### src/hw/rtl/tcgw_pkg.sv
// ----------------------------------------------------------------------------
// tcgw_pkg
// Types, constants and the 5x7 glyph ROM shared by the text cell glyph writer.
// ----------------------------------------------------------------------------
package tcgw_pkg;

  typedef enum logic [1:0] {
    KIND_PUT   = 2'd0,
    KIND_CLEAR = 2'd1,
    KIND_EMPTY = 2'd2,
    KIND_NONE  = 2'd3
  } kind_t;

  localparam int          CELL_LINES   = 16;
  localparam logic [3:0]  LAST_LINE    = 4'(CELL_LINES - 1);
  localparam logic [3:0]  GLYPH_FIRST  = 4'd4;
  localparam logic [3:0]  GLYPH_LAST   = 4'd10;
  localparam logic [7:0]  GLYPH_LOW    = 8'h20;  // first code with a glyph
  localparam logic [7:0]  GLYPH_HIGH   = 8'h5F;  // last code with a glyph

  typedef struct packed {
    kind_t       kind;
    logic [6:0]  column;
    logic [5:0]  row;
    logic [7:0]  char_code;
  } in_item_t;

  typedef struct packed {
    logic        write_valid;
    logic [16:0] byte_offset;
    logic [7:0]  pixel_bits;
    logic        last;
    logic        box_empty;
    logic [7:0]  box_left;
    logic [10:0] box_top;
    logic [7:0]  box_right;
    logic [10:0] box_bottom;
  } out_item_t;

  typedef struct packed {
    logic [7:0]  left;
    logic [10:0] top;
    logic [7:0]  right;
    logic [10:0] bottom;
  } box_t;

  typedef struct packed {
    logic        single;   // one result, no write
    logic [6:0]  column;
    logic [5:0]  row;
    logic [5:0]  glyph;
    box_t        box;
  } job_t;

  typedef struct packed {
    logic        clear;
    logic        wr_en;
    logic [6:0]  wr_col;
    logic [6:0]  wr_val;
  } cache_cmd_t;

  // glyph rows packed top row first, 5 bits each
  localparam logic [34:0] GLYPH_ROM [64] = '{
    {5'd0, 5'd0, 5'd0, 5'd0, 5'd0, 5'd0, 5'd0},
    {5'd4, 5'd4, 5'd4, 5'd4, 5'd4, 5'd0, 5'd4},
    {5'd10, 5'd10, 5'd0, 5'd0, 5'd0, 5'd0, 5'd0},
    {5'd10, 5'd31, 5'd10, 5'd10, 5'd31, 5'd10, 5'd0},
    {5'd4, 5'd15, 5'd20, 5'd14, 5'd5, 5'd30, 5'd4},
    {5'd25, 5'd26, 5'd2, 5'd4, 5'd8, 5'd11, 5'd19},
    {5'd12, 5'd18, 5'd20, 5'd8, 5'd21, 5'd18, 5'd13},
    {5'd4, 5'd4, 5'd0, 5'd0, 5'd0, 5'd0, 5'd0},
    {5'd2, 5'd4, 5'd8, 5'd8, 5'd8, 5'd4, 5'd2},
    {5'd8, 5'd4, 5'd2, 5'd2, 5'd2, 5'd4, 5'd8},
    {5'd0, 5'd10, 5'd4, 5'd31, 5'd4, 5'd10, 5'd0},
    {5'd0, 5'd4, 5'd4, 5'd31, 5'd4, 5'd4, 5'd0},
    {5'd0, 5'd0, 5'd0, 5'd0, 5'd0, 5'd4, 5'd8},
    {5'd0, 5'd0, 5'd0, 5'd31, 5'd0, 5'd0, 5'd0},
    {5'd0, 5'd0, 5'd0, 5'd0, 5'd0, 5'd12, 5'd12},
    {5'd1, 5'd2, 5'd2, 5'd4, 5'd8, 5'd8, 5'd16},
    {5'd14, 5'd17, 5'd19, 5'd21, 5'd25, 5'd17, 5'd14},
    {5'd4, 5'd12, 5'd4, 5'd4, 5'd4, 5'd4, 5'd14},
    {5'd14, 5'd17, 5'd1, 5'd2, 5'd4, 5'd8, 5'd31},
    {5'd31, 5'd2, 5'd4, 5'd2, 5'd1, 5'd17, 5'd14},
    {5'd2, 5'd6, 5'd10, 5'd18, 5'd31, 5'd2, 5'd2},
    {5'd31, 5'd16, 5'd30, 5'd1, 5'd1, 5'd17, 5'd14},
    {5'd6, 5'd8, 5'd16, 5'd30, 5'd17, 5'd17, 5'd14},
    {5'd31, 5'd1, 5'd2, 5'd4, 5'd8, 5'd8, 5'd8},
    {5'd14, 5'd17, 5'd17, 5'd14, 5'd17, 5'd17, 5'd14},
    {5'd14, 5'd17, 5'd17, 5'd15, 5'd1, 5'd2, 5'd12},
    {5'd0, 5'd12, 5'd12, 5'd0, 5'd12, 5'd12, 5'd0},
    {5'd0, 5'd12, 5'd12, 5'd0, 5'd12, 5'd4, 5'd8},
    {5'd2, 5'd4, 5'd8, 5'd16, 5'd8, 5'd4, 5'd2},
    {5'd0, 5'd0, 5'd31, 5'd0, 5'd31, 5'd0, 5'd0},
    {5'd8, 5'd4, 5'd2, 5'd1, 5'd2, 5'd4, 5'd8},
    {5'd14, 5'd17, 5'd1, 5'd2, 5'd4, 5'd0, 5'd4},
    {5'd14, 5'd17, 5'd1, 5'd13, 5'd21, 5'd21, 5'd14},
    {5'd14, 5'd17, 5'd17, 5'd31, 5'd17, 5'd17, 5'd17},
    {5'd30, 5'd17, 5'd17, 5'd30, 5'd17, 5'd17, 5'd30},
    {5'd14, 5'd17, 5'd16, 5'd16, 5'd16, 5'd17, 5'd14},
    {5'd28, 5'd18, 5'd17, 5'd17, 5'd17, 5'd18, 5'd28},
    {5'd31, 5'd16, 5'd16, 5'd30, 5'd16, 5'd16, 5'd31},
    {5'd31, 5'd16, 5'd16, 5'd30, 5'd16, 5'd16, 5'd16},
    {5'd14, 5'd17, 5'd16, 5'd23, 5'd17, 5'd17, 5'd15},
    {5'd17, 5'd17, 5'd17, 5'd31, 5'd17, 5'd17, 5'd17},
    {5'd14, 5'd4, 5'd4, 5'd4, 5'd4, 5'd4, 5'd14},
    {5'd7, 5'd2, 5'd2, 5'd2, 5'd2, 5'd18, 5'd12},
    {5'd17, 5'd18, 5'd20, 5'd24, 5'd20, 5'd18, 5'd17},
    {5'd16, 5'd16, 5'd16, 5'd16, 5'd16, 5'd16, 5'd31},
    {5'd17, 5'd27, 5'd21, 5'd21, 5'd17, 5'd17, 5'd17},
    {5'd17, 5'd25, 5'd21, 5'd19, 5'd17, 5'd17, 5'd17},
    {5'd14, 5'd17, 5'd17, 5'd17, 5'd17, 5'd17, 5'd14},
    {5'd30, 5'd17, 5'd17, 5'd30, 5'd16, 5'd16, 5'd16},
    {5'd14, 5'd17, 5'd17, 5'd17, 5'd21, 5'd18, 5'd13},
    {5'd30, 5'd17, 5'd17, 5'd30, 5'd20, 5'd18, 5'd17},
    {5'd15, 5'd16, 5'd16, 5'd14, 5'd1, 5'd1, 5'd30},
    {5'd31, 5'd4, 5'd4, 5'd4, 5'd4, 5'd4, 5'd4},
    {5'd17, 5'd17, 5'd17, 5'd17, 5'd17, 5'd17, 5'd14},
    {5'd17, 5'd17, 5'd17, 5'd17, 5'd17, 5'd10, 5'd4},
    {5'd17, 5'd17, 5'd17, 5'd21, 5'd21, 5'd21, 5'd10},
    {5'd17, 5'd17, 5'd10, 5'd4, 5'd10, 5'd17, 5'd17},
    {5'd17, 5'd17, 5'd10, 5'd4, 5'd4, 5'd4, 5'd4},
    {5'd31, 5'd1, 5'd2, 5'd4, 5'd8, 5'd16, 5'd31},
    {5'd14, 5'd8, 5'd8, 5'd8, 5'd8, 5'd8, 5'd14},
    {5'd16, 5'd8, 5'd8, 5'd4, 5'd2, 5'd2, 5'd1},
    {5'd14, 5'd2, 5'd2, 5'd2, 5'd2, 5'd2, 5'd14},
    {5'd4, 5'd10, 5'd17, 5'd0, 5'd0, 5'd0, 5'd0},
    {5'd0, 5'd0, 5'd0, 5'd0, 5'd0, 5'd0, 5'd31}
  };

  function automatic logic [4:0] glyph_row(input logic [5:0] glyph, input logic [2:0] r);
    logic [34:0] g;
    g = GLYPH_ROM[glyph];
    case (r)
      3'd0:    glyph_row = g[34:30];
      3'd1:    glyph_row = g[29:25];
      3'd2:    glyph_row = g[24:20];
      3'd3:    glyph_row = g[19:15];
      3'd4:    glyph_row = g[14:10];
      3'd5:    glyph_row = g[9:5];
      3'd6:    glyph_row = g[4:0];
      default: glyph_row = 5'd0;
    endcase
  endfunction

endpackage

### src/hw/rtl/tcgw_cache.sv
// ----------------------------------------------------------------------------
// tcgw_cache
// Per-column glyph cache for cell row 0: registered-read store with valid
// flags and write-to-read forwarding for back-to-back items.
// ----------------------------------------------------------------------------
module tcgw_cache #(
  parameter int COLUMNS = 38
) (
  input  logic                clk,
  input  logic                rst,
  input  logic                rd_en,
  input  logic [6:0]          rd_col,
  input  tcgw_pkg::cache_cmd_t cmd,
  output logic [6:0]          entry
);
  import tcgw_pkg::*;

  localparam int IDX_W = (COLUMNS > 1) ? $clog2(COLUMNS) : 1;

  logic [6:0]         mem [COLUMNS];
  logic [COLUMNS-1:0] valid;
  logic [6:0]         rd_data;
  logic [6:0]         rd_col_q;
  logic               fwd_hit;
  logic [6:0]         fwd_val;
  logic               rd_inr;
  logic               q_inr;
  logic [IDX_W-1:0]   rd_idx;
  logic [IDX_W-1:0]   q_idx;
  logic [IDX_W-1:0]   wr_idx;

  assign rd_inr = {1'b0, rd_col} < 8'(COLUMNS);
  assign q_inr  = {1'b0, rd_col_q} < 8'(COLUMNS);
  assign rd_idx = rd_col[IDX_W-1:0];
  assign q_idx  = rd_col_q[IDX_W-1:0];
  assign wr_idx = cmd.wr_col[IDX_W-1:0];

  always_ff @(posedge clk) begin
    if (cmd.wr_en) begin
      mem[wr_idx] <= cmd.wr_val;
    end
    if (rd_en) begin
      if (rd_inr) begin
        rd_data <= mem[rd_idx];
      end
      rd_col_q <= rd_col;
      // same-cycle write wins over the stale read
      fwd_hit  <= cmd.wr_en && (cmd.wr_col == rd_col);
      fwd_val  <= cmd.wr_val;
    end
  end

  always_ff @(posedge clk) begin
    if (rst) begin
      valid <= '0;
    end else if (cmd.clear) begin
      valid <= '0;
    end else if (cmd.wr_en) begin
      valid[wr_idx] <= 1'b1;
    end
  end

  assign entry = (q_inr && valid[q_idx]) ? (fwd_hit ? fwd_val : rd_data) : 7'd0;

endmodule

### src/hw/rtl/tcgw_emit.sv
// ----------------------------------------------------------------------------
// tcgw_emit
// Result sequencer: holds one job and hands out its scanline writes, one
// item per cycle while out_stall is low, or the single status item of a control command.
// ----------------------------------------------------------------------------
module tcgw_emit (
  input  logic                clk,
  input  logic                rst,
  input  logic                load,
  input  tcgw_pkg::job_t      job_in,
  output logic                free,
  output logic                out_valid,
  input  logic                out_stall,
  output tcgw_pkg::out_item_t out_data
);
  import tcgw_pkg::*;

  logic       job_valid;
  job_t       job;
  logic [3:0] line;
  logic       fire;
  logic       is_last;
  logic       empty;
  logic [4:0] grow;
  logic [2:0] grow_idx;

  assign fire    = job_valid && !out_stall;
  assign is_last = job.single || (line == LAST_LINE);
  assign free    = !job_valid || (fire && is_last);

  always_ff @(posedge clk) begin
    if (rst) begin
      job_valid <= 1'b0;
    end else if (load) begin
      job_valid <= 1'b1;
    end else if (fire && is_last) begin
      job_valid <= 1'b0;
    end
  end

  always_ff @(posedge clk) begin
    if (load) begin
      job  <= job_in;
      line <= 4'd0;
    end else if (fire) begin
      line <= line + 4'd1;
    end
  end

  assign grow_idx = 3'(line - GLYPH_FIRST);
  assign grow     = glyph_row(job.glyph, grow_idx);
  assign empty    = (job.box.right == 8'd0);

  always_comb begin
    out_valid            = job_valid;
    out_data.write_valid = !job.single;
    out_data.byte_offset = job.single ? 17'd0 : {job.row, line, job.column};
    out_data.pixel_bits  = 8'd0;
    if (!job.single && (line inside {[GLYPH_FIRST:GLYPH_LAST]})) begin
      out_data.pixel_bits = {1'b0, grow, 2'b00};
    end
    out_data.last        = is_last;
    out_data.box_empty   = empty;
    out_data.box_left    = empty ? 8'd0  : job.box.left;
    out_data.box_top     = empty ? 11'd0 : job.box.top;
    out_data.box_right   = empty ? 8'd0  : job.box.right;
    out_data.box_bottom  = empty ? 11'd0 : job.box.bottom;
  end

endmodule

### src/hw/rtl/text_cell_glyph_writer.sv
// ----------------------------------------------------------------------------
// text_cell_glyph_writer
// An accepted item passes the input register, then the result sequencer,
// before its first result is offered. A drawn character gives one scanline
// byte a cycle through the single write port while the output does not
// stall; control items give a single status item, an unchanged cached glyph
// none. The next item enters while results drain.
// Reset clears the cache valid flags and the dirty box at once.
// ----------------------------------------------------------------------------
module text_cell_glyph_writer #(
  parameter int CACHE_COLUMNS = 38
) (
  input  logic                clk,
  input  logic                rst,
  input  logic                in_valid,
  output logic                in_stall,
  input  tcgw_pkg::in_item_t  in_data,
  output logic                out_valid,
  input  logic                out_stall,
  output tcgw_pkg::out_item_t out_data
);
  import tcgw_pkg::*;

  logic       s1_valid;
  in_item_t   s1_item;
  logic       accept;
  logic       s1_go;
  logic       job_free;
  logic [6:0] cached;
  logic [5:0] glyph;
  logic [6:0] tag;
  logic       cacheable;
  logic       skip;
  logic       draw;
  logic       job_load;
  cache_cmd_t cmd;
  box_t       box;
  box_t       box_next;
  box_t       cell_box;
  job_t       job_new;

  assign in_stall = s1_valid && !s1_go;
  assign accept   = in_valid && !in_stall;
  assign s1_go    = s1_valid && job_free;

  always_ff @(posedge clk) begin
    if (rst) begin
      s1_valid <= 1'b0;
    end else if (accept) begin
      s1_valid <= 1'b1;
    end else if (s1_go) begin
      s1_valid <= 1'b0;
    end
  end

  always_ff @(posedge clk) begin
    if (accept) begin
      s1_item <= in_data;
    end
  end

  // codes outside 0x20..0x5F draw the blank glyph
  assign glyph     = (s1_item.char_code inside {[GLYPH_LOW:GLYPH_HIGH]})
                     ? 6'(s1_item.char_code - GLYPH_LOW) : 6'd0;
  assign tag       = {1'b0, glyph} + 7'd1;
  assign cacheable = (s1_item.kind == KIND_PUT) && (s1_item.row == 6'd0)
                     && ({1'b0, s1_item.column} < 8'(CACHE_COLUMNS));
  assign skip      = cacheable && (cached == tag);
  assign draw      = s1_go && (s1_item.kind == KIND_PUT) && !skip;
  assign job_load  = s1_go && !skip;

  always_comb begin
    cmd.clear  = s1_go && (s1_item.kind == KIND_CLEAR);
    cmd.wr_en  = draw && cacheable;
    cmd.wr_col = s1_item.column;
    cmd.wr_val = tag;
  end

  tcgw_cache #(
    .COLUMNS (CACHE_COLUMNS)
  ) u_cache (
    .clk    (clk),
    .rst    (rst),
    .rd_en  (accept),
    .rd_col (in_data.column),
    .cmd    (cmd),
    .entry  (cached)
  );

  always_comb begin
    cell_box.left   = {1'b0, s1_item.column};
    cell_box.right  = {1'b0, s1_item.column} + 8'd1;
    cell_box.top    = {1'b0, s1_item.row, 4'd0};
    cell_box.bottom = {1'b0, s1_item.row, 4'd0} + 11'(CELL_LINES);
    box_next        = box;
    if (draw) begin
      if (box.right == 8'd0) begin
        box_next = cell_box;
      end else begin
        if (cell_box.left < box.left)     box_next.left   = cell_box.left;
        if (cell_box.top < box.top)       box_next.top    = cell_box.top;
        if (cell_box.right > box.right)   box_next.right  = cell_box.right;
        if (cell_box.bottom > box.bottom) box_next.bottom = cell_box.bottom;
      end
    end else if (s1_go && (s1_item.kind == KIND_EMPTY)) begin
      box_next.right = 8'd0;
    end
  end

  always_ff @(posedge clk) begin
    if (rst) begin
      box <= '0;
    end else begin
      box <= box_next;
    end
  end

  always_comb begin
    job_new.single = (s1_item.kind != KIND_PUT);
    job_new.column = s1_item.column;
    job_new.row    = s1_item.row;
    job_new.glyph  = glyph;
    job_new.box    = box_next;
  end

  tcgw_emit u_emit (
    .clk       (clk),
    .rst       (rst),
    .load      (job_load),
    .job_in    (job_new),
    .free      (job_free),
    .out_valid (out_valid),
    .out_stall (out_stall),
    .out_data  (out_data)
  );

  a_box_order: assert property (@(posedge clk) disable iff (rst)
    out_valid && !out_data.box_empty |->
      (out_data.box_left < out_data.box_right) && (out_data.box_top < out_data.box_bottom))
    else $error("dirty box corners out of order");

  a_status_last: assert property (@(posedge clk) disable iff (rst)
    out_valid && !out_data.write_valid |-> out_data.last)
    else $error("status item not marked last");

  a_s1_hold: assert property (@(posedge clk) disable iff (rst)
    s1_valid && !s1_go |=> s1_valid && $stable(s1_item))
    else $error("held item lost while the sequencer was busy");

  a_skip_no_write: assert property (@(posedge clk) disable iff (rst)
    s1_go && skip |-> !cmd.wr_en && !job_load && (box_next == box))
    else $error("unchanged glyph touched state");

endmodule

### config.mk
export PLATFORM = sky130hd
export DESIGN_NAME = text_cell_glyph_writer
export DESIGN_NICKNAME = d
export VERILOG_FILES = /design/src/hw/rtl/tcgw_pkg.sv /design/src/hw/rtl/tcgw_cache.sv /design/src/hw/rtl/tcgw_emit.sv /design/src/hw/rtl/text_cell_glyph_writer.sv
export SDC_FILE = /design/constraint.sdc
export NUM_CORES = 1
export LEC_CHECK = 0
export ABC_AREA = 1
export BUFFER_PORTS_ARGS = -buffer_cell sky130_fd_sc_hd__buf_2
export CAP_MARGIN = 10
export CORE_MARGIN = 2
export CORE_UTILIZATION = 45
export CTS_CLUSTER_DIAMETER = 50
export CTS_CLUSTER_SIZE = 16
export DETAILED_ROUTE_END_ITERATION = 6
export PLACE_DENSITY = 0.6
export SLEW_MARGIN = 20
export SYNTH_ARGS = -nofsm -noshare
export SYNTH_HDL_FRONTEND = slang
export SYNTH_HIERARCHICAL = 1
export SYNTH_SLANG_ARGS = --single-unit
### constraint.sdc
create_clock -name clk -period 7.4 [get_ports clk]
set_clock_uncertainty 0.2 [all_clocks]
set_input_delay 1.48 -clock clk [delete_from_list [all_inputs] [get_ports clk]]
set_output_delay 1.48 -clock clk [all_outputs]
set_load 0.005 [all_outputs]
Word level (Yosys, flattened, before mapping)
Memory sizes are Yosys's and may differ from the RTL's. A register that Yosys moved wholly into a read port is not among the register bits.
Cells that the tools add are included.
Storage, ports and cells
  register bits after elaboration: 171
  bits in latches: 0
  memory bits (writable): 266
  memory bits (read-only): 2240
  input port bits: 27
  output and inout bits: 68
  word-level logic and storage cells: 125
  memories kept: 2
Memories
  (no name shown): depth 64, bits a word 35, read ports 1, clocked after memory_dff 0, write ports 0, RTL line tcgw_pkg.sv:132  | g = GLYPH_ROM[glyph];
  u_cache.mem: depth 38, bits a word 7, read ports 1, clocked after memory_dff 1, write ports 1, RTL line tcgw_cache.sv:20  | logic [6:0] mem [COLUMNS];
Cells by class
  add/subtract/negate cells: 6
  multiply operators: 0
  div/mod/pow operators: 0
  order comparisons: 13
  eq/ne operators: 11
  shift-type cells: 0
  muxes and demuxes: 31
  bitwise logic cells: 2
  reduce and logical (&&, ||, !) cells: 38
Operators with widths (count)
  $mux W35: 2
  $mux W11: 5
  $mux W8: 6
  $mux W38: 1
  $or A38 B38 Y38: 1
  $pmux W5 S7: 1
  $mux W7: 3
  $logic_and A1 B1 Y1: 20
  $mux W19: 1
  $mux W17: 1
  $logic_not A8 Y1: 2
  $eq A7 B7 Y1: 2
  $lt A7 B6 Y1 const B: 2
  $add A10 B5 Y11 const B: 1
  $gt A11 B11 Y1: 1
  $lt A10 B11 Y1: 1
  $eq A3 B3 Y1 const B: 3
  $add A7 B1 Y8 const B: 1
  $ge A8 B6 Y1 const B: 1
  $gt A8 B8 Y1: 1
  $le A8 B7 Y1 const B: 1
  $lt A7 B8 Y1: 1
  $mux W1: 8
  $add A6 B1 Y7 const B: 1
  25 further kinds: 34

Logic depth before layout (Yosys ltp)
Gate-level depths: netlist of the first run.
  depth in word-level cells: 11
  depth in mapped cells: 31
  mapped depth without buffers: 29

Cells and area by module
Netlist of the first run, hierarchy kept.
By module, submodules not included
  tcgw_cache: times used 1, cells each 1214, area an instance 13426.6 µm², sequential area each 9409.0 µm²
  tcgw_emit: times used 1, cells each 783, area an instance 5220.0 µm², sequential area each 1841.8 µm²
  text_cell_glyph_writer: times used 1, cells each 618, area an instance 4206.5 µm², sequential area each 1471.4 µm²

Worst setup path before layout of the first run
OpenSTA, ideal clock, no wires.
  path type: input to register
  start point: input port out_stall
  end point: register u_emit.line[1]
  setup time: 122 ps
  data arrival time: 5476 ps
  required time: 7078 ps
  path slack: 1602 ps
  cell stages on the path: 8
  path buffers: 0
  cell sequence: nor2_1 -> nand2_1 -> nand2_1 -> nand2_1 -> a31oi_1 -> inv_1 -> o21ai_0 -> a21oi_1
On the way
  longest elaborated chain between the ends: 6
Ends and longest elaborated chain
  start: declaration: RTL line text_cell_glyph_writer.sv:19  | input logic out_stall,
  $logic_not A1 Y1: RTL line tcgw_emit.sv:27  | assign fire = job_valid && !out_stall;
  $logic_and A1 B1 Y1: RTL line tcgw_emit.sv:27
  $logic_and A1 B1 Y1: RTL line tcgw_emit.sv:29  | assign free = !job_valid || (fire && is_last);
  $logic_or A1 B1 Y1: RTL line tcgw_emit.sv:29
  via job_free: RTL line text_cell_glyph_writer.sv:28  | logic job_free;
  $logic_and A1 B1 Y1: RTL line text_cell_glyph_writer.sv:44  | assign s1_go = s1_valid && job_free;
  $logic_and A1 B1 Y1: RTL line text_cell_glyph_writer.sv:70  | assign job_load = s1_go && !skip;
  via job_load: RTL line text_cell_glyph_writer.sv:35  | logic job_load;
  end signal: assignment: RTL line tcgw_emit.sv:46  | line <= line + 4'd1;
  end: declaration: RTL line tcgw_emit.sv:20  | logic [3:0] line;
The timed path passes the listed nets, and every way through them passes these cells.
A chain may end at the register's enable or synchronous reset.

==> results of run 1 <==
worst paths after layout:
| check | endpoint | slack, ns | cells past startpoint |
|---|---|---|---|
| worst max register to register | u_cache/mem[10][0] | 2.31 | 26 |
| worst min register to register | box[19] | 0.27 | 2 |
| worst min-delay path | box[19] | 0.27 | 2 |
| worst max-delay path | out_data[42] | 2.08 | 15 |
placed cells by master (no fill, tap or decap), types with 5 or more instances in the layout:
cell,instances
sky130_fd_sc_hd__o21ai_0,86
sky130_fd_sc_hd__a21boi_1,9
sky130_fd_sc_hd__nor3_1,23
sky130_fd_sc_hd__nand3b_1,12
sky130_fd_sc_hd__clkinv_4,5
sky130_fd_sc_hd__buf_2,90
sky130_fd_sc_hd__nor2_2,9
sky130_fd_sc_hd__nor2_1,294
sky130_fd_sc_hd__nand2_2,15
sky130_fd_sc_hd__o21ai_1,19
sky130_fd_sc_hd__nand2_1,738
sky130_fd_sc_hd__nand3_1,280
sky130_fd_sc_hd__a21oi_1,124
sky130_fd_sc_hd__nor2_4,5
sky130_fd_sc_hd__a21boi_0,13
sky130_fd_sc_hd__inv_2,21
sky130_fd_sc_hd__ha_1,52
sky130_fd_sc_hd__inv_1,224
sky130_fd_sc_hd__o211ai_1,22
sky130_fd_sc_hd__clkinvlp_4,5
sky130_fd_sc_hd__clkbuf_16,46
sky130_fd_sc_hd__clkbuf_1,7
sky130_fd_sc_hd__dfxtp_1,82
sky130_fd_sc_hd__o22ai_1,10
sky130_fd_sc_hd__mux2i_1,7
sky130_fd_sc_hd__xor2_1,10
sky130_fd_sc_hd__nand3_2,6
sky130_fd_sc_hd__nand4_1,16
sky130_fd_sc_hd__buf_4,14
sky130_fd_sc_hd__edfxtp_1,369
sky130_fd_sc_hd__nor3_2,5
sky130_fd_sc_hd__clkinv_2,5
kinds of logic after synthesis:
| group | share of synthesized area, % |
|---|---|
| DFF | 55.67 |
| adders and majority gates | 2.847 |
| muxes | 0.3066 |
| xor gates and xnor gates | 0.4599 |
| AOI/OAI and AO/OA | 7.063 |
| buffers and inverters | 7.369 |
| and+or+nand+nor | 26.27 |
| other | 0.01641 |
per-layer routing:
| layer | vias to the layer above | GRT usage, % | wire length (um) | share of wire (%) |
|---|---|---|---|---|
| met5 | - | 0 | 0 | 0 |
| met4 | 0 | 9.091 | 2306 | 3.5 |
| met3 | 148 | 3.598 | 4773 | 7.3 |
| met2 | 768 | 39.44 | 30150 | 46 |
| met1 | 8683 | 34.26 | 28460 | 43 |
| li1 | 8735 | - | - | - |
power breakdown:
part	internal [W]	leakage, nW	switching [W]
logic	0.000172	5.44	0.000454
clock network	0.00134	0.760	0.00107
registers	0.00279	4.21	0.0000427
registers in the layout, summed over array words and instances (netlist names):
signal            cells
u_cache/rd_col_q      7
box                  38
u_cache/fwd_val       7
u_cache/valid        38
u_cache/rd_data       7
u_cache/fwd_hit       1
s1_item              10
u_emit/line           4
u_emit/out_valid      1
u_emit/job           58
u_cache/mem         266
s1_valid              1
cell_box             13
per-stage QoR:
step	cell area [um2]	setup WS, ns	power [W]
3_3_place_gp	23540	2.513	0.003500
2_1_floorplan	22860	1.602	0.003300
3_5_place_dp	23540	2.430	0.003500
6_report	25160	2.080	0.005873
5_1_grt	25150	1.774	0.006093
4_1_cts	25130	2.171	0.005911
tightest hold or removal path, stage by stage (launching register included):
cell	delay, ns
sky130_fd_sc_hd__dfxtp_1	0.31
sky130_fd_sc_hd__nand2_1	0.08
sky130_fd_sc_hd__nor2_1	0.04
cell type report:
type,count,area (um2),area share (%)
antenna,2,5.005,0.01989
clock buffer,54,1191,4.734
clock inverter,31,404.1,1.606
inverter,249,938.4,3.730
multi-input combinational,1787,8502,33.79
sequential,451,12720,50.57
tap,672,840.8,3.342
timing repair buffer,104,555.5,2.208
==> flow_results.xml, run 1 <==
<?xml version="1.0" encoding="UTF-8"?>
<metrics>
  <group name="outcome">
    <metric name="status" unit="">finished clean</metric>
  </group>
  <group name="synth">
    <metric name="number_of_synthesized_flops_with_an_enable_pin" unit="">369</metric>
    <metric name="synth_warnings" unit="">6</metric>
    <metric name="asyncSetResetFlopFracSynth" unit="%">0</metric>
    <metric name="synth_seq_area_share" unit="%">55.67</metric>
    <metric name="synth_area" unit="um2">22850</metric>
    <metric name="synth_top_flop_cell" unit="">sky130_fd_sc_hd__edfxtp_1</metric>
    <metric name="syn-mean-instance-area" unit="um2">8.739</metric>
    <metric name="netlist_top_cells_count" unit="">sky130_fd_sc_hd__nand2_1, sky130_fd_sc_hd__edfxtp_1, sky130_fd_sc_hd__nor2_1</metric>
    <metric name="synth_top_cell_area_share" unit="%">48.49</metric>
    <metric name="synth_area_leader_cell" unit="">sky130_fd_sc_hd__edfxtp_1</metric>
    <metric name="synthDistinctLibCells" unit="">50</metric>
    <metric name="cell_with_the_most_instances_after_synthesis" unit="">sky130_fd_sc_hd__nand2_1</metric>
    <metric name="postSynthRegisterBits" unit="">451</metric>
    <metric name="synthesis.instances" unit="">2615</metric>
    <metric name="synth.top_cells.by_area" unit="">sky130_fd_sc_hd__edfxtp_1, sky130_fd_sc_hd__nand2_1, sky130_fd_sc_hd__dfxtp_1</metric>
  </group>
  <group name="min_path">
    <metric name="hold_start" unit="">box[19]</metric>
    <metric name="hold_class" unit="">reg -&gt; reg</metric>
  </group>
  <group name="die">
    <metric name="starting_density_of_the_core" unit="%">45.55</metric>
    <metric name="die_area" unit="um2">52600</metric>
    <metric name="placement_rows" unit="">82</metric>
    <metric name="die_height" unit="um">229.4</metric>
    <metric name="die_width" unit="um">229.4</metric>
    <metric name="top_level_ports" unit="">95</metric>
    <metric name="placeableCoreArea" unit="um2">50170</metric>
  </group>
  <group name="grt">
    <metric name="grt_pass1_wl" unit="um">100800</metric>
    <metric name="globalRouteOverflowTotal" unit="">0</metric>
    <metric name="grt_antenna_before_repair" unit="">2</metric>
    <metric name="grt_pass1_vias" unit="">17229</metric>
    <metric name="grt_usage" unit="%">24.69</metric>
    <metric name="maximum_number_of_pins_on_one_net_before_global_route_repair" unit="">78</metric>
  </group>
  <group name="timing">
    <metric name="timing_hold_violations_final" unit="">0</metric>
    <metric name="final_max_slew_viol_count" unit="">0</metric>
    <metric name="final_min_period_over_clock_period" unit="%">71.89</metric>
    <metric name="rsz0062_at_grt" unit="">no</metric>
    <metric name="timing.slew.headroom" unit="%">26.72</metric>
    <metric name="timing.hold.ws" unit="ns">0.2700</metric>
    <metric name="timing.final.setup_violations" unit="">0</metric>
    <metric name="timing.setup.tns" unit="ns">0</metric>
    <metric name="max_clock_freq" unit="GHz">0.1880</metric>
    <metric name="tightestPinTransition" unit="ns">1.099</metric>
    <metric name="finalCriticalPeriod" unit="ns">5.320</metric>
  </group>
  <group name="drt">
    <metric name="first_iter_violations" unit="">1814</metric>
    <metric name="dr.pass1.iters" unit="">6</metric>
    <metric name="number_of_remaining_drc_errors" unit="">0</metric>
    <metric name="final_routed_wirelength" unit="um">65680</metric>
    <metric name="routed_wire_length_per_instance" unit="um">19.61</metric>
    <metric name="vias" unit="">18334</metric>
    <metric name="post_drt_via_cell_ratio" unit="">5.473</metric>
    <metric name="final_antenna_net_count" unit="">0</metric>
  </group>
  <group name="clocking">
    <metric name="clkSinkCount" unit="">451</metric>
    <metric name="clk_pin_slew_worst_paths" unit="ns">0.07</metric>
    <metric name="postCtsResizedCells" unit="">0</metric>
    <metric name="clock_path_buffers" unit="">3</metric>
    <metric name="post-cts-setup-buffer-count" unit="">0</metric>
    <metric name="tritoncts_buffer_count" unit="">46</metric>
    <metric name="clk_root_buffer_cell" unit="">sky130_fd_sc_hd__clkbuf_16</metric>
    <metric name="clock_tree.htree_level_count" unit="">2</metric>
    <metric name="cts_tree" unit="">built</metric>
    <metric name="ctsHoldBuffers" unit="">0</metric>
    <metric name="worstSkewPairLatency" unit="ns">0.61</metric>
  </group>
  <group name="critical_path">
    <metric name="setup.worst_path.end_class" unit="">primary output</metric>
    <metric name="critical_path.startpoint" unit="">u_emit/job[39]</metric>
    <metric name="critical_path.cell_chain" unit="">inv_1 &gt; ha_1 &gt; inv_2 &gt; nor2_2 &gt; nor2_1 &gt; nand2_1 &gt; nand2_1 &gt; nand2_1 &gt; nand2_1 &gt; inv_1 &gt; nand2_1 &gt; nand2_1 &gt; nor2_1 &gt; a21oi_1 &gt; buf_2</metric>
    <metric name="cp_data_required_time" unit="ns">5.72</metric>
    <metric name="critical_path.max_fanout" unit="">11</metric>
    <metric name="maximum_single_stage_delay_on_the_critical_path" unit="ns">0.62</metric>
    <metric name="critPathSlowestCell" unit="">sky130_fd_sc_hd__edfxtp_1</metric>
    <metric name="rr_startpoint" unit="">u_cache/rd_col_q[0]</metric>
    <metric name="cp.arrival" unit="ns">3.64</metric>
    <metric name="worst_setup_path_start_kind" unit="">register</metric>
    <metric name="critical-path-top-cell-by-count" unit="">sky130_fd_sc_hd__nand2_1</metric>
    <metric name="timing.critical_path.max_delay_family" unit="">simple AND/OR/NAND/NOR gates</metric>
    <metric name="worst-path-buf-inv" unit="">4</metric>
    <metric name="critical_path_class" unit="">reg -&gt; out</metric>
  </group>
  <group name="place">
    <metric name="place.detailed.hpwl" unit="um">43320</metric>
    <metric name="gp_congestion" unit="">1.012</metric>
    <metric name="place_inst" unit="">3263</metric>
    <metric name="numPortBuffers" unit="">91</metric>
  </group>
  <group name="power_and_ir_drop">
    <metric name="cellLeakagePower" unit="nW">10.41</metric>
    <metric name="ir_drop" unit="mV">0.1951</metric>
    <metric name="p_per_area" unit="nW/um2">233.4</metric>
  </group>
  <group name="layout">
    <metric name="finished_core_util" unit="%">50.15</metric>
    <metric name="final_instance_count_without_filler_cells" unit="">3350</metric>
    <metric name="area_growth_synth_to_finish" unit="%">10.09</metric>
    <metric name="layout-drive-gt1-share" unit="%">9.529</metric>
    <metric name="fill_cells" unit="">4673</metric>
    <metric name="num-nets-final" unit="">2718</metric>
  </group>
  <group name="run">
    <metric name="max_cap_viol_count" unit="">0</metric>
  </group>
</metrics>
Note: power is estimated with default switching activity, not from simulation.
==> run 2: changes to the inputs <==
--- a/config.mk
+++ b/config.mk
@@ -13,7 +13,7 @@
 export CTS_CLUSTER_DIAMETER = 50
 export CTS_CLUSTER_SIZE = 16
 export DETAILED_ROUTE_END_ITERATION = 6
-export PLACE_DENSITY = 0.6
+export PLACE_DENSITY = 0.63
 export SLEW_MARGIN = 20
 export SYNTH_ARGS = -nofsm -noshare
 export SYNTH_HDL_FRONTEND = slang
==> constraint.sdc (replaced) <==
create_clock -name clk -period 4.5 [get_ports clk]
set_clock_uncertainty 0.2 [all_clocks]
set_input_delay 0.9 -clock clk [delete_from_list [all_inputs] [get_ports clk]]
set_output_delay 0.9 -clock clk [all_outputs]
set_load 0.005 [all_outputs]
==> run 2 against run 1 <==
First-iteration DRC count rose by 9.8%. Clock power is 56% higher. Via count is 0.73% higher. Utilization rose by 0.28 points. Final area rose by 0.57%. Sequential power is 64% higher. Non-clock buffer count grew 34. Global-route usage is 0.61 points higher.
==> flow_results.xml, run 2 (same netlist as run 1, synthesis figures left out) <==
<?xml version="1.0" encoding="UTF-8"?>
<metrics>
  <group name="die">
    <metric name="placement_rows" unit="">82</metric>
    <metric name="starting_density_of_the_core" unit="%">45.55</metric>
    <metric name="placeableCoreArea" unit="um2">50170</metric>
    <metric name="die_width" unit="um">229.4</metric>
    <metric name="die_area" unit="um2">52600</metric>
    <metric name="die_height" unit="um">229.4</metric>
    <metric name="top_level_ports" unit="">95</metric>
  </group>
  <group name="layout">
    <metric name="max_ffs_per_register" unit="">266</metric>
    <metric name="most_frequent_cells_in_the_layout" unit="">sky130_fd_sc_hd__nand2_1, sky130_fd_sc_hd__edfxtp_1, sky130_fd_sc_hd__nor2_1</metric>
    <metric name="area_growth_synth_to_finish" unit="%">10.71</metric>
    <metric name="finished_core_util" unit="%">50.43</metric>
    <metric name="post-route-cell-area" unit="um2">25300</metric>
    <metric name="layout_commonest_cell" unit="">sky130_fd_sc_hd__nand2_1</metric>
    <metric name="num-nets-final" unit="">2749</metric>
    <metric name="antenna_cells" unit="">0</metric>
    <metric name="max_flop_register" unit="">u_cache/mem</metric>
    <metric name="layout-drive-gt1-share" unit="%">10.20</metric>
    <metric name="biggestRegsByFlops" unit="">u_cache/mem x266, u_emit/job x58</metric>
    <metric name="fill_cells" unit="">4689</metric>
  </group>
  <group name="timing">
    <metric name="timing_hold_violations_final" unit="">0</metric>
    <metric name="timing.final.setup_violations" unit="">0</metric>
    <metric name="rsz0062_at_grt" unit="">no</metric>
    <metric name="final_max_slew_viol_count" unit="">0</metric>
    <metric name="timing.slew.headroom" unit="%">24.58</metric>
    <metric name="timing.setup.tns" unit="ns">0</metric>
    <metric name="final_min_period_over_clock_period" unit="%">92.46</metric>
    <metric name="tightestPinTransition" unit="ns">1.131</metric>
    <metric name="finalCriticalPeriod" unit="ns">4.161</metric>
    <metric name="max_clock_freq" unit="GHz">0.2403</metric>
  </group>
  <group name="grt">
    <metric name="grt_pass1_vias" unit="">17569</metric>
    <metric name="grt_usage" unit="%">25.31</metric>
    <metric name="grt_antenna_before_repair" unit="">4</metric>
    <metric name="globalRouteOverflowTotal" unit="">0</metric>
    <metric name="grt_pass1_wl" unit="um">103000</metric>
    <metric name="maximum_number_of_pins_on_one_net_before_global_route_repair" unit="">108</metric>
  </group>
  <group name="drt">
    <metric name="number_of_remaining_drc_errors" unit="">0</metric>
    <metric name="routed_wire_length_per_instance" unit="um">19.94</metric>
    <metric name="final_antenna_net_count" unit="">0</metric>
    <metric name="vias" unit="">18468</metric>
    <metric name="dr.pass1.iters" unit="">6</metric>
    <metric name="first_iter_violations" unit="">1991</metric>
    <metric name="final_routed_wirelength" unit="um">67330</metric>
    <metric name="post_drt_via_cell_ratio" unit="">5.469</metric>
  </group>
  <group name="place">
    <metric name="numPortBuffers" unit="">91</metric>
    <metric name="place.detailed.hpwl" unit="um">44940</metric>
    <metric name="placedInstanceArea" unit="um2">23830</metric>
    <metric name="gp_congestion" unit="">0.9965</metric>
  </group>
  <group name="power_and_ir_drop">
    <metric name="p_per_area" unit="nW/um2">374.9</metric>
    <metric name="cellLeakagePower" unit="nW">10.54</metric>
    <metric name="ir_drop" unit="mV">0.3766</metric>
    <metric name="report.power.total" unit="W">0.009487</metric>
  </group>
  <group name="clocking">
    <metric name="clk_pin_slew_worst_paths" unit="ns">0.06</metric>
    <metric name="ctsHoldBuffers" unit="">0</metric>
    <metric name="postCtsResizedCells" unit="">0</metric>
    <metric name="tritoncts_buffer_count" unit="">43</metric>
    <metric name="post-cts-setup-buffer-count" unit="">0</metric>
    <metric name="clk_root_buffer_cell" unit="">sky130_fd_sc_hd__clkbuf_16</metric>
    <metric name="cts_tree" unit="">built</metric>
    <metric name="clock_tree.htree_level_count" unit="">2</metric>
    <metric name="worstSkewPairLatency" unit="ns">0.59</metric>
    <metric name="clock_path_buffers" unit="">3</metric>
    <metric name="clkSinkCount" unit="">451</metric>
  </group>
  <group name="critical_path">
    <metric name="cp.arrival" unit="ns">4.17</metric>
    <metric name="rrSetupSlack" unit="ns">0.34</metric>
    <metric name="worst_setup_path_start_kind" unit="">register</metric>
    <metric name="critical_path.max_fanout" unit="">12</metric>
    <metric name="setup.worst_path.end_class" unit="">register</metric>
    <metric name="critical_path_class" unit="">reg -&gt; reg</metric>
    <metric name="cp_data_required_time" unit="ns">4.51</metric>
  </group>
  <group name="outcome">
    <metric name="status" unit="">finished clean</metric>
  </group>
  <group name="run">
    <metric name="max_cap_viol_count" unit="">0</metric>
  </group>
  <group name="min_path">
    <metric name="hold_class" unit="">reg -&gt; reg</metric>
  </group>
</metrics>
-- run 2: layout make-up --
| type | instances | area, um2 | area share [%] |
|---|---|---|---|
| sequential | 451 | 12720 | 50.28 |
| multi-input combinational | 1787 | 8482 | 33.52 |
| clock buffer | 56 | 1146 | 4.530 |
| inverter | 249 | 938.4 | 3.709 |
| timing repair buffer | 138 | 848.3 | 3.353 |
| tap | 672 | 840.8 | 3.323 |
| clock inverter | 24 | 324.1 | 1.281 |
-- run 2: power breakdown --
group | internal [W] | switching (W)
sequential | 0.00458 | 0.0000518
combinational | 0.000304 | 0.000780
clock | 0.00210 | 0.00167
total | 0.00698 | 0.00250
-- run 2: worst paths after layout --
check / startpoint / endpoint / cells after the start
max: u_cache/rd_col_q[1] / u_cache/mem[23][2] / 24
min: box[20] / box[20] / 2
max reg2reg: u_cache/rd_col_q[1] / u_cache/mem[23][2] / 24
min reg2reg: box[20] / box[20] / 2
-- run 2: per-stage QoR --
step / setup slack, ns / cells / hold slack, ns
floorplan: 0.1943 / 2617 / 0.2396
global placement: 0.5417 / 3297 / 0.2508
detailed placement: 0.4484 / 3297 / 0.2586
CTS: 0.3877 / 3377 / 0.2675
global route: 0.04205 / 3377 / 0.2787
finish: 0.3392 / 3377 / 0.2741
-- run 2: critical path, stage by stage (launching register included) --
cell and delay, ns:
sky130_fd_sc_hd__edfxtp_1 0.56, sky130_fd_sc_hd__inv_1 0.28, sky130_fd_sc_hd__nand3_1 0.12, sky130_fd_sc_hd__nand3_1 0.10
sky130_fd_sc_hd__nand3_1 0.08, sky130_fd_sc_hd__nand2_1 0.09, sky130_fd_sc_hd__nand2_1 0.05, sky130_fd_sc_hd__nand2_1 0.08
sky130_fd_sc_hd__nand2_2 0.10, sky130_fd_sc_hd__nor2_1 0.17, sky130_fd_sc_hd__nand3_1 0.10, sky130_fd_sc_hd__nand2_1 0.07
sky130_fd_sc_hd__nor2_1 0.03, sky130_fd_sc_hd__nand3_1 0.06, sky130_fd_sc_hd__nor2_1 0.04, sky130_fd_sc_hd__nand2_1 0.06
sky130_fd_sc_hd__nor2_2 0.06, sky130_fd_sc_hd__nand3_2 0.07, sky130_fd_sc_hd__nand2_2 0.05, sky130_fd_sc_hd__or2_1 0.20
sky130_fd_sc_hd__inv_1 0.05, sky130_fd_sc_hd__inv_1 0.09, sky130_fd_sc_hd__nor3_1 0.26, sky130_fd_sc_hd__inv_1 0.24
sky130_fd_sc_hd__nor2_1 0.57
-- run 2: per-layer routing --
| metal | GRT usage [%] | share of wire [%] |
|---|---|---|
| met4 | 7.528 | 2.4 |
| met1 | 34.97 | 43 |
| met3 | 4.295 | 8.0 |
| met2 | 40.94 | 46 |
| met5 | 0 | 0.070 |
